[src/sv/ric_pkg.sv]
// ----------------------------------------------------------------------------
// ric_pkg
// Word types, command codes and register offsets for the routed interrupt
// controller.
// ----------------------------------------------------------------------------
package ric_pkg;

  // Command codes
  localparam logic [1:0] CMD_READ  = 2'd0;
  localparam logic [1:0] CMD_WRITE = 2'd1;
  localparam logic [1:0] CMD_LINE  = 2'd2;

  // Register offsets
  localparam logic [5:0] ADDR_ROUTE_LAST = 6'h1f;
  localparam logic [5:0] ADDR_PENDING    = 6'h20;
  localparam logic [5:0] ADDR_ENABLE     = 6'h24;
  localparam logic [5:0] ADDR_ENABLE_SET = 6'h28;
  localparam logic [5:0] ADDR_CLEAR      = 6'h2c;
  localparam logic [5:0] ADDR_POLARITY   = 6'h30;
  localparam logic [5:0] ADDR_EDGE       = 6'h34;
  localparam logic [5:0] ADDR_BCE        = 6'h38;
  localparam logic [5:0] ADDR_AUTO       = 6'h3c;

  // Route byte region and access size limit
  localparam int         RouteBytes = 32;
  localparam logic [2:0] MAX_BYTES  = 3'd4;

  // Route selector codes (route bits 1:0)
  localparam logic [1:0] ROUTE_CPU1 = 2'd2;
  localparam logic [1:0] ROUTE_ALT  = 2'd3;

  typedef struct packed {
    logic [1:0]  cmd;
    logic [5:0]  addr;
    logic [31:0] wdata;
    logic [2:0]  byte_count;
    logic [4:0]  irq_num;
    logic        line_level;
  } in_word_t;

  typedef struct packed {
    logic [31:0] rdata;
    logic [7:0]  pin_levels;
    logic [31:0] cpu0_status;
    logic [31:0] cpu1_status;
  } out_word_t;

endpackage

[src/sv/routed_interrupt_controller.sv]
// ----------------------------------------------------------------------------
// routed_interrupt_controller
// Interrupt controller with per-source routing of active sources to two CPUs.
// ----------------------------------------------------------------------------
// Takes one word per cycle unless stalled: a bus read, a bus write or a
// source line change. Each word is captured in an input register and
// processed from there once the output register is free: state is updated
// and the result word is loaded into the output register. The sustained
// rate is one word per clock while out_stall is low. Writes to route bytes
// or defined registers and line changes re-route all active sources
// (pending AND enable) in parallel; route selector 3 alternates a source
// between CPUs on each evaluation, cpu1 first. Route bytes sit at offsets
// 0x00..0x1f, little-endian, with bytes past 0x1f dropped on write and
// read as zero. The output register holds a valid word while out_stall is
// high and the input side stalls only when both registers are occupied.
module routed_interrupt_controller #(
  parameter int NUM_SOURCES = 32
) (
  input  logic                 clk,
  input  logic                 rst_n,
  input  logic                 in_valid,
  output logic                 in_stall,
  input  ric_pkg::in_word_t    in_data,
  output logic                 out_valid,
  input  logic                 out_stall,
  output ric_pkg::out_word_t   out_data
);

  // Handshake
  logic                s1_valid_r;
  ric_pkg::in_word_t   s1_data_r;
  logic                out_valid_r;
  ric_pkg::out_word_t  out_data_r;
  logic                out_free;
  logic                s1_fire;
  logic                in_take;

  // State
  logic [NUM_SOURCES-1:0] pending_r, pending_nxt;
  logic [NUM_SOURCES-1:0] enable_r, enable_nxt;
  logic [NUM_SOURCES-1:0] alt_r, alt_nxt;
  logic [7:0]             route_r   [ric_pkg::RouteBytes];
  logic [7:0]             route_nxt [ric_pkg::RouteBytes];
  logic [31:0]            polarity_r, polarity_nxt;
  logic [31:0]            edge_r, edge_nxt;
  logic [31:0]            bce_r, bce_nxt;
  logic [31:0]            auto_r, auto_nxt;
  logic [7:0]             pins_r, pins_nxt;
  logic [NUM_SOURCES-1:0] cpu0_r, cpu0_nxt;
  logic [NUM_SOURCES-1:0] cpu1_r, cpu1_nxt;

  // Processing
  logic [2:0]             nsat;
  logic                   in_route;
  logic                   do_eval;
  logic [31:0]            rdata;
  logic [31:0]            cpu0_ext;
  logic [31:0]            cpu1_ext;

  assign out_free  = !out_valid_r || !out_stall;
  assign s1_fire   = s1_valid_r && out_free;
  assign in_stall  = s1_valid_r && !out_free;
  assign in_take   = in_valid && !in_stall;
  assign out_valid = out_valid_r;
  assign out_data  = out_data_r;

  assign nsat     = (s1_data_r.byte_count > ric_pkg::MAX_BYTES) ? ric_pkg::MAX_BYTES
                                                                 : s1_data_r.byte_count;
  assign in_route = (s1_data_r.addr <= ric_pkg::ADDR_ROUTE_LAST);

  // Register writes and line changes
  always_comb begin
    logic [5:0] off;
    pending_nxt  = pending_r;
    enable_nxt   = enable_r;
    polarity_nxt = polarity_r;
    edge_nxt     = edge_r;
    bce_nxt      = bce_r;
    auto_nxt     = auto_r;
    do_eval      = 1'b0;
    off          = '0;
    for (int j = 0; j < ric_pkg::RouteBytes; j++) begin
      route_nxt[j] = route_r[j];
    end
    case (s1_data_r.cmd)
      ric_pkg::CMD_WRITE: begin
        if (in_route) begin
          do_eval = 1'b1;
          for (int j = 0; j < ric_pkg::RouteBytes; j++) begin
            off = 6'(j) - s1_data_r.addr;
            if ((6'(j) >= s1_data_r.addr) && (off < {3'b000, nsat})) begin
              route_nxt[j] = 8'(s1_data_r.wdata >> {off[1:0], 3'b000});
            end
          end
        end else begin
          do_eval = 1'b1;
          case (s1_data_r.addr)
            ric_pkg::ADDR_PENDING:    pending_nxt  = s1_data_r.wdata[NUM_SOURCES-1:0];
            ric_pkg::ADDR_ENABLE:     enable_nxt   = s1_data_r.wdata[NUM_SOURCES-1:0];
            ric_pkg::ADDR_ENABLE_SET: enable_nxt   = enable_r
                                                     | s1_data_r.wdata[NUM_SOURCES-1:0];
            ric_pkg::ADDR_CLEAR: begin
              pending_nxt = pending_r & ~s1_data_r.wdata[NUM_SOURCES-1:0];
              enable_nxt  = enable_r & ~s1_data_r.wdata[NUM_SOURCES-1:0];
            end
            ric_pkg::ADDR_POLARITY:   polarity_nxt = s1_data_r.wdata;
            ric_pkg::ADDR_EDGE:       edge_nxt     = s1_data_r.wdata;
            ric_pkg::ADDR_BCE:        bce_nxt      = s1_data_r.wdata;
            ric_pkg::ADDR_AUTO:       auto_nxt     = s1_data_r.wdata;
            default:                  do_eval      = 1'b0;
          endcase
        end
      end
      ric_pkg::CMD_LINE: begin
        do_eval = 1'b1;
        for (int i = 0; i < NUM_SOURCES; i++) begin
          if (s1_data_r.irq_num == 5'(i)) begin
            pending_nxt[i] = s1_data_r.line_level;
          end
        end
      end
      default: ;
    endcase
  end

  // Routing of all active sources
  always_comb begin
    logic       act;
    logic       cpu;
    logic [7:0] r;
    alt_nxt  = alt_r;
    pins_nxt = pins_r;
    cpu0_nxt = cpu0_r;
    cpu1_nxt = cpu1_r;
    act      = 1'b0;
    cpu      = 1'b0;
    r        = '0;
    if (do_eval) begin
      pins_nxt = '0;
      cpu0_nxt = '0;
      cpu1_nxt = '0;
      for (int i = 0; i < NUM_SOURCES; i++) begin
        act = pending_nxt[i] & enable_nxt[i];
        r   = route_nxt[i];
        cpu = 1'b0;
        if (act) begin
          if (r[1:0] == ric_pkg::ROUTE_CPU1) begin
            cpu = 1'b1;
          end else if (r[1:0] == ric_pkg::ROUTE_ALT) begin
            alt_nxt[i] = ~alt_r[i];
            cpu        = ~alt_r[i];
          end
          if (cpu) begin
            pins_nxt[7:4] = pins_nxt[7:4] | r[7:4];
            cpu1_nxt[i]   = 1'b1;
          end else begin
            pins_nxt[3:0] = pins_nxt[3:0] | r[7:4];
            cpu0_nxt[i]   = 1'b1;
          end
        end
      end
    end
  end

  // Bus read data
  always_comb begin
    logic [5:0] idx;
    logic [31:0] act_ext;
    logic [31:0] en_ext;
    rdata   = '0;
    idx     = '0;
    act_ext = '0;
    en_ext  = '0;
    act_ext[NUM_SOURCES-1:0] = pending_r & enable_r;
    en_ext[NUM_SOURCES-1:0]  = enable_r;
    if (s1_data_r.cmd == ric_pkg::CMD_READ) begin
      if (in_route) begin
        for (int k = 0; k < 4; k++) begin
          idx = s1_data_r.addr + 6'(k);
          if ((3'(k) < nsat) && (idx <= ric_pkg::ADDR_ROUTE_LAST)) begin
            rdata[8*k +: 8] = route_r[idx[4:0]];
          end
        end
      end else begin
        case (s1_data_r.addr)
          ric_pkg::ADDR_PENDING:  rdata = act_ext;
          ric_pkg::ADDR_ENABLE:   rdata = en_ext;
          ric_pkg::ADDR_POLARITY: rdata = polarity_r;
          ric_pkg::ADDR_EDGE:     rdata = edge_r;
          ric_pkg::ADDR_BCE:      rdata = bce_r;
          ric_pkg::ADDR_AUTO:     rdata = auto_r;
          default:                rdata = '0;
        endcase
      end
    end
  end

  always_comb begin
    cpu0_ext = '0;
    cpu1_ext = '0;
    cpu0_ext[NUM_SOURCES-1:0] = cpu0_nxt;
    cpu1_ext[NUM_SOURCES-1:0] = cpu1_nxt;
  end

  // Input register
  always_ff @(posedge clk) begin
    if (!rst_n) begin
      s1_valid_r <= 1'b0;
    end else if (in_take) begin
      s1_valid_r <= 1'b1;
    end else if (s1_fire) begin
      s1_valid_r <= 1'b0;
    end
  end

  always_ff @(posedge clk) begin
    if (in_take) begin
      s1_data_r <= in_data;
    end
  end

  // Output register
  always_ff @(posedge clk) begin
    if (!rst_n) begin
      out_valid_r <= 1'b0;
    end else if (s1_fire) begin
      out_valid_r <= 1'b1;
    end else if (!out_stall) begin
      out_valid_r <= 1'b0;
    end
  end

  always_ff @(posedge clk) begin
    if (s1_fire) begin
      out_data_r.rdata       <= rdata;
      out_data_r.pin_levels  <= pins_nxt;
      out_data_r.cpu0_status <= cpu0_ext;
      out_data_r.cpu1_status <= cpu1_ext;
    end
  end

  // Controller state: advance only when the word moves to the output
  always_ff @(posedge clk) begin
    if (!rst_n) begin
      pending_r  <= '0;
      enable_r   <= '0;
      alt_r      <= '0;
      polarity_r <= '0;
      edge_r     <= '0;
      bce_r      <= '0;
      auto_r     <= '0;
      pins_r     <= '0;
      cpu0_r     <= '0;
      cpu1_r     <= '0;
      for (int j = 0; j < ric_pkg::RouteBytes; j++) begin
        route_r[j] <= '0;
      end
    end else if (s1_fire) begin
      pending_r  <= pending_nxt;
      enable_r   <= enable_nxt;
      alt_r      <= alt_nxt;
      polarity_r <= polarity_nxt;
      edge_r     <= edge_nxt;
      bce_r      <= bce_nxt;
      auto_r     <= auto_nxt;
      pins_r     <= pins_nxt;
      cpu0_r     <= cpu0_nxt;
      cpu1_r     <= cpu1_nxt;
      for (int j = 0; j < ric_pkg::RouteBytes; j++) begin
        route_r[j] <= route_nxt[j];
      end
    end
  end

endmodule
[config.mk]
export PLATFORM = sky130hd
export DESIGN_NAME = routed_interrupt_controller
export DESIGN_NICKNAME = d
export VERILOG_FILES = /design/src/sv/ric_pkg.sv /design/src/sv/routed_interrupt_controller.sv
export SDC_FILE = /design/constraint.sdc
export NUM_CORES = 2
export LEC_CHECK = 0
export BUFFER_PORTS_ARGS = -buffer_cell sky130_fd_sc_hd__buf_2
export CAP_MARGIN = 15
export CORE_MARGIN = 2
export CORE_UTILIZATION = 60
export CTS_CLUSTER_SIZE = 8
export DETAILED_ROUTE_END_ITERATION = 8
export PLACE_DENSITY = 0.78
export RECOVER_POWER = 50
export SLEW_MARGIN = 20
export SYNTH_ARGS = -nofsm -noshare
export SYNTH_HDL_FRONTEND = slang
export SYNTH_SLANG_ARGS = --single-unit
[constraint.sdc]
create_clock -name clk -period 21.1 [get_ports clk]
set_clock_uncertainty 0.05 [all_clocks]
set_input_delay 2.11 -clock clk [delete_from_list [all_inputs] [get_ports clk]]
set_output_delay 2.11 -clock clk [all_outputs]
set_load 0.03 [all_outputs]
==> flow_metrics.env <==
export IMPL_path_class="input pin to register"
export IMPL_start_util_pct=60.5
export IMPL_synth_cells=4401
export IMPL_hp_start="polarity_r[3]"
export IMPL_synth_seq_area_share_pct=40.8
export IMPL_gr_total_overflow=0
export IMPL_cts_buffer_depth=3
export IMPL_cts_tree="yes"
export IMPL_cts_resized=0
export IMPL_status="complete, but fails checks"
export IMPL_grt_pass1_vias=38600
export IMPL_drc=0
export IMPL_rr_startpoint="out_valid"
export IMPL_area_growth_pct=9.77
export IMPL_cp_max_fo=83
export IMPL_cpMaxStageDelayCell="clkinvlp_2"
export IMPL_yosysWarnings=0
export IMPL_violations="max-capacitance violations, max-slew violations"
export IMPL_drive_gt1_share_pct=16.3
export IMPL_dpl_hpwl_mm=143
export IMPL_synth_top_cell_area_share_pct=27.3
export IMPL_first_iter_violations=7793
export IMPL_n_fill_cell=5896
export IMPL_end_kind="register"
export IMPL_drtAntennaViolNets=0
export IMPL_report_final_slew_viol_count=975
export IMPL_crit_top_cell="nand2_1"
export IMPL_maxSlewHeadroom_pct=-217
export IMPL_synth_cell_types=100
export IMPL_worstMarginPinSlew_ps=4730
export IMPL_grt_max_degree=123
export IMPL_firstDrtPassIters=9
export IMPL_yosysTopAreaCell="edfxtp_1"
export IMPL_syn_nets=4485
export IMPL_crit_path_start_kind="input pin"
export IMPL_power_total_mw=3.87
export IMPL_cts_buffers=99
export IMPL_path_clk_slew_ps=50
export IMPL_netlist_area_um2=44900
export IMPL_antenna_found_initial=19
export IMPL_core_area_um2=74300
export IMPL_hold_end="polarity_r[3]"
export IMPL_async_reset_ff_share_pct=0
export IMPL_fp_dieArea_um2=77100
export IMPL_dp_cells=5273
export IMPL_ys_top_cells_by_area="edfxtp_1 (27%), mux4_2 (17%), dfxtp_1 (13%)"
export IMPL_maxCapViolCount=20
export IMPL_grt_pass1_wl_mm=288
export IMPL_r2r_end="route_r[13][7]"
export IMPL_io_pin_count=159
export IMPL_wl_mm=206
export IMPL_rsz0062_at_grt="no"
export IMPL_clk_latency_ps=720
export IMPL_final_cells=5461
export IMPL_max_stage_delay_ps=3510
export IMPL_place_congestion=1.09
export IMPL_holdPathStages=2
export IMPL_worst_endpoint_arrival_ps=11860
export IMPL_avgSynthCellArea_um2=10.2
export IMPL_peakVddDrop_mv=0.0863
export IMPL_grt_use_total_pct=52.7
export IMPL_setup_violations=0
export IMPL_fin_nets=4489
export IMPL_synth_seq_cells=712
export IMPL_layout_common_cells="nand2_1 (648), nor2_1 (436), edfxtp_1 (409)"
export IMPL_via_per_inst=7.75
export IMPL_finalCriticalPeriod_ps=11560
export IMPL_wl_per_cell_um=37.7
export IMPL_path_cells="clkbuf_1 > nand2_1 > nand2_1 > clkinvlp_2 > clkbuf_1 > nand2_1 > buf_4 > nor2_1"
export IMPL_leakage_nw=16.9
export IMPL_cp_top_family="buffers and inverters"
export IMPL_final_common_cell="nand2_1"
export IMPL_ctsHoldBuffers=0
export IMPL_required_ps=21410
export IMPL_rrSetupSlack_ps=10730
export IMPL_fmax_mhz=86.5
export IMPL_layout_worst_path_cycle_share_pct=54.8
export IMPL_die_h_um=278
export IMPL_ys_flop_type="edfxtp_1"
export IMPL_power_density_nw_per_um2=78.4
export IMPL_rr_worst_depth=7
export IMPL_dieWidth_um=278
export IMPL_hp_class="register to register"
export IMPL_portBuffers=158
export IMPL_cts_htree_levels=3
export IMPL_rows=100
export IMPL_postCtsSetupRepairBufs=0
export IMPL_numClockSinks=712
export IMPL_tns_ps=0
export IMPL_synth_edf_count=409
export IMPL_path_buf_inv=4
export IMPL_clockRootBuffer="clkbuf_16"
export IMPL_finalHoldViolations=0
export IMPL_vias=42300
-- per-stage QoR --
stage	utilization, %	hold WS [ps]	setup WS (ps)	area, um2
3_5_place_dp	62.7	396	14630	46600
6_report	66.4	403	9540	49300
5_1_grt	66.4	415	9500	49300
3_3_place_gp	62.7	391	14770	46600
4_1_cts	66.7	403	14610	49500
2_1_floorplan	-	386	13440	44900
-- kinds of logic after synthesis --
family / share of synthesized area [%]
xor gates and xnor gates: 0.952
and+or+nand+nor: 16.5
DFF: 40.8
buffers and inverters: 3.85
AOI/OAI and AO/OA: 14.5
muxes: 22.5
adders and majority gates: 0.863
-- Yosys cell counts (62+ instances only) --
cell	count
edfxtp_1	409
dfxtp_1	303
clkbuf_1	287
mux4_2	338
and2_1	72
o21ai_0	236
inv_1	62
nand3_1	127
nor2_1	441
a21oi_1	228
nor3_1	70
mux2i_1	185
nand2_1	648
-- where the power goes --
| group | total, mW | leakage (nW) | switching (mW) | internal (mW) |
|---|---|---|---|---|
| Combinational | 0.680 | 8.85 | 0.441 | 0.239 |
| Clock | 1.54 | 1.39 | 0.658 | 0.887 |
| Sequential | 1.64 | 6.61 | 0.104 | 1.54 |
-- worst min-delay path: stages, from the launching register on --
cell and delay (ps):
dfxtp_1 300, nand2_1 50, a21oi_1 50
-- flip-flops by register name (all words and copies together) (netlist names), named ones only --
signal / count
enable_r: 32
s1_valid_r: 1
cpu1_r: 32
alt_r: 32
edge_r: 32
bce_r: 32
auto_r: 32
pending_r: 32
polarity_r: 32
pins_r: 8
route_r: 256
out_valid: 1
out_data: 104
s1_data_r: 49
cpu0_r: 32
-- worst max-delay path by stage --
| stage | start | endpoint | slack (ps) | depth (start not counted) |
|---|---|---|---|---|
| global placement | s1_data_r[41] | out_data[65] | 14770 | 17 |
| floorplan | rst_n | route_r[0][0] | 13440 | 4 |
| detailed placement | s1_data_r[41] | out_data[65] | 14630 | 17 |
| CTS | s1_data_r[41] | out_data[65] | 14610 | 17 |
| global route | out_stall | route_r[13][7] | 9500 | 8 |
| finish | out_stall | route_r[13][7] | 9540 | 8 |
-- cell type report --
cell class / instances / area, um2 / area share, %
Multi-Input combinational cell: 3254 / 25000 / 50.8
Timing Repair Buffer: 273 / 1500 / 3.03
Antenna cell: 8 / 20.0 / 0.0406
Sequential cell: 712 / 18400 / 37.2
Clock inverter: 8 / 201 / 0.408
Tap cell: 969 / 1210 / 2.46
Clock buffer: 172 / 2760 / 5.60
Inverter: 65 / 246 / 0.500
-- layer usage --
metal  track usage, %  part of all wire [%]  vias up
met1             65.4                    33    20400
met2             70.5                    39     4195
met5             1.75                  0.15        -
met3             25.2                    18      994
met4             39.3                   9.8       23
li1                 -                     -    16700
Power figures use the tool's default switching activity.
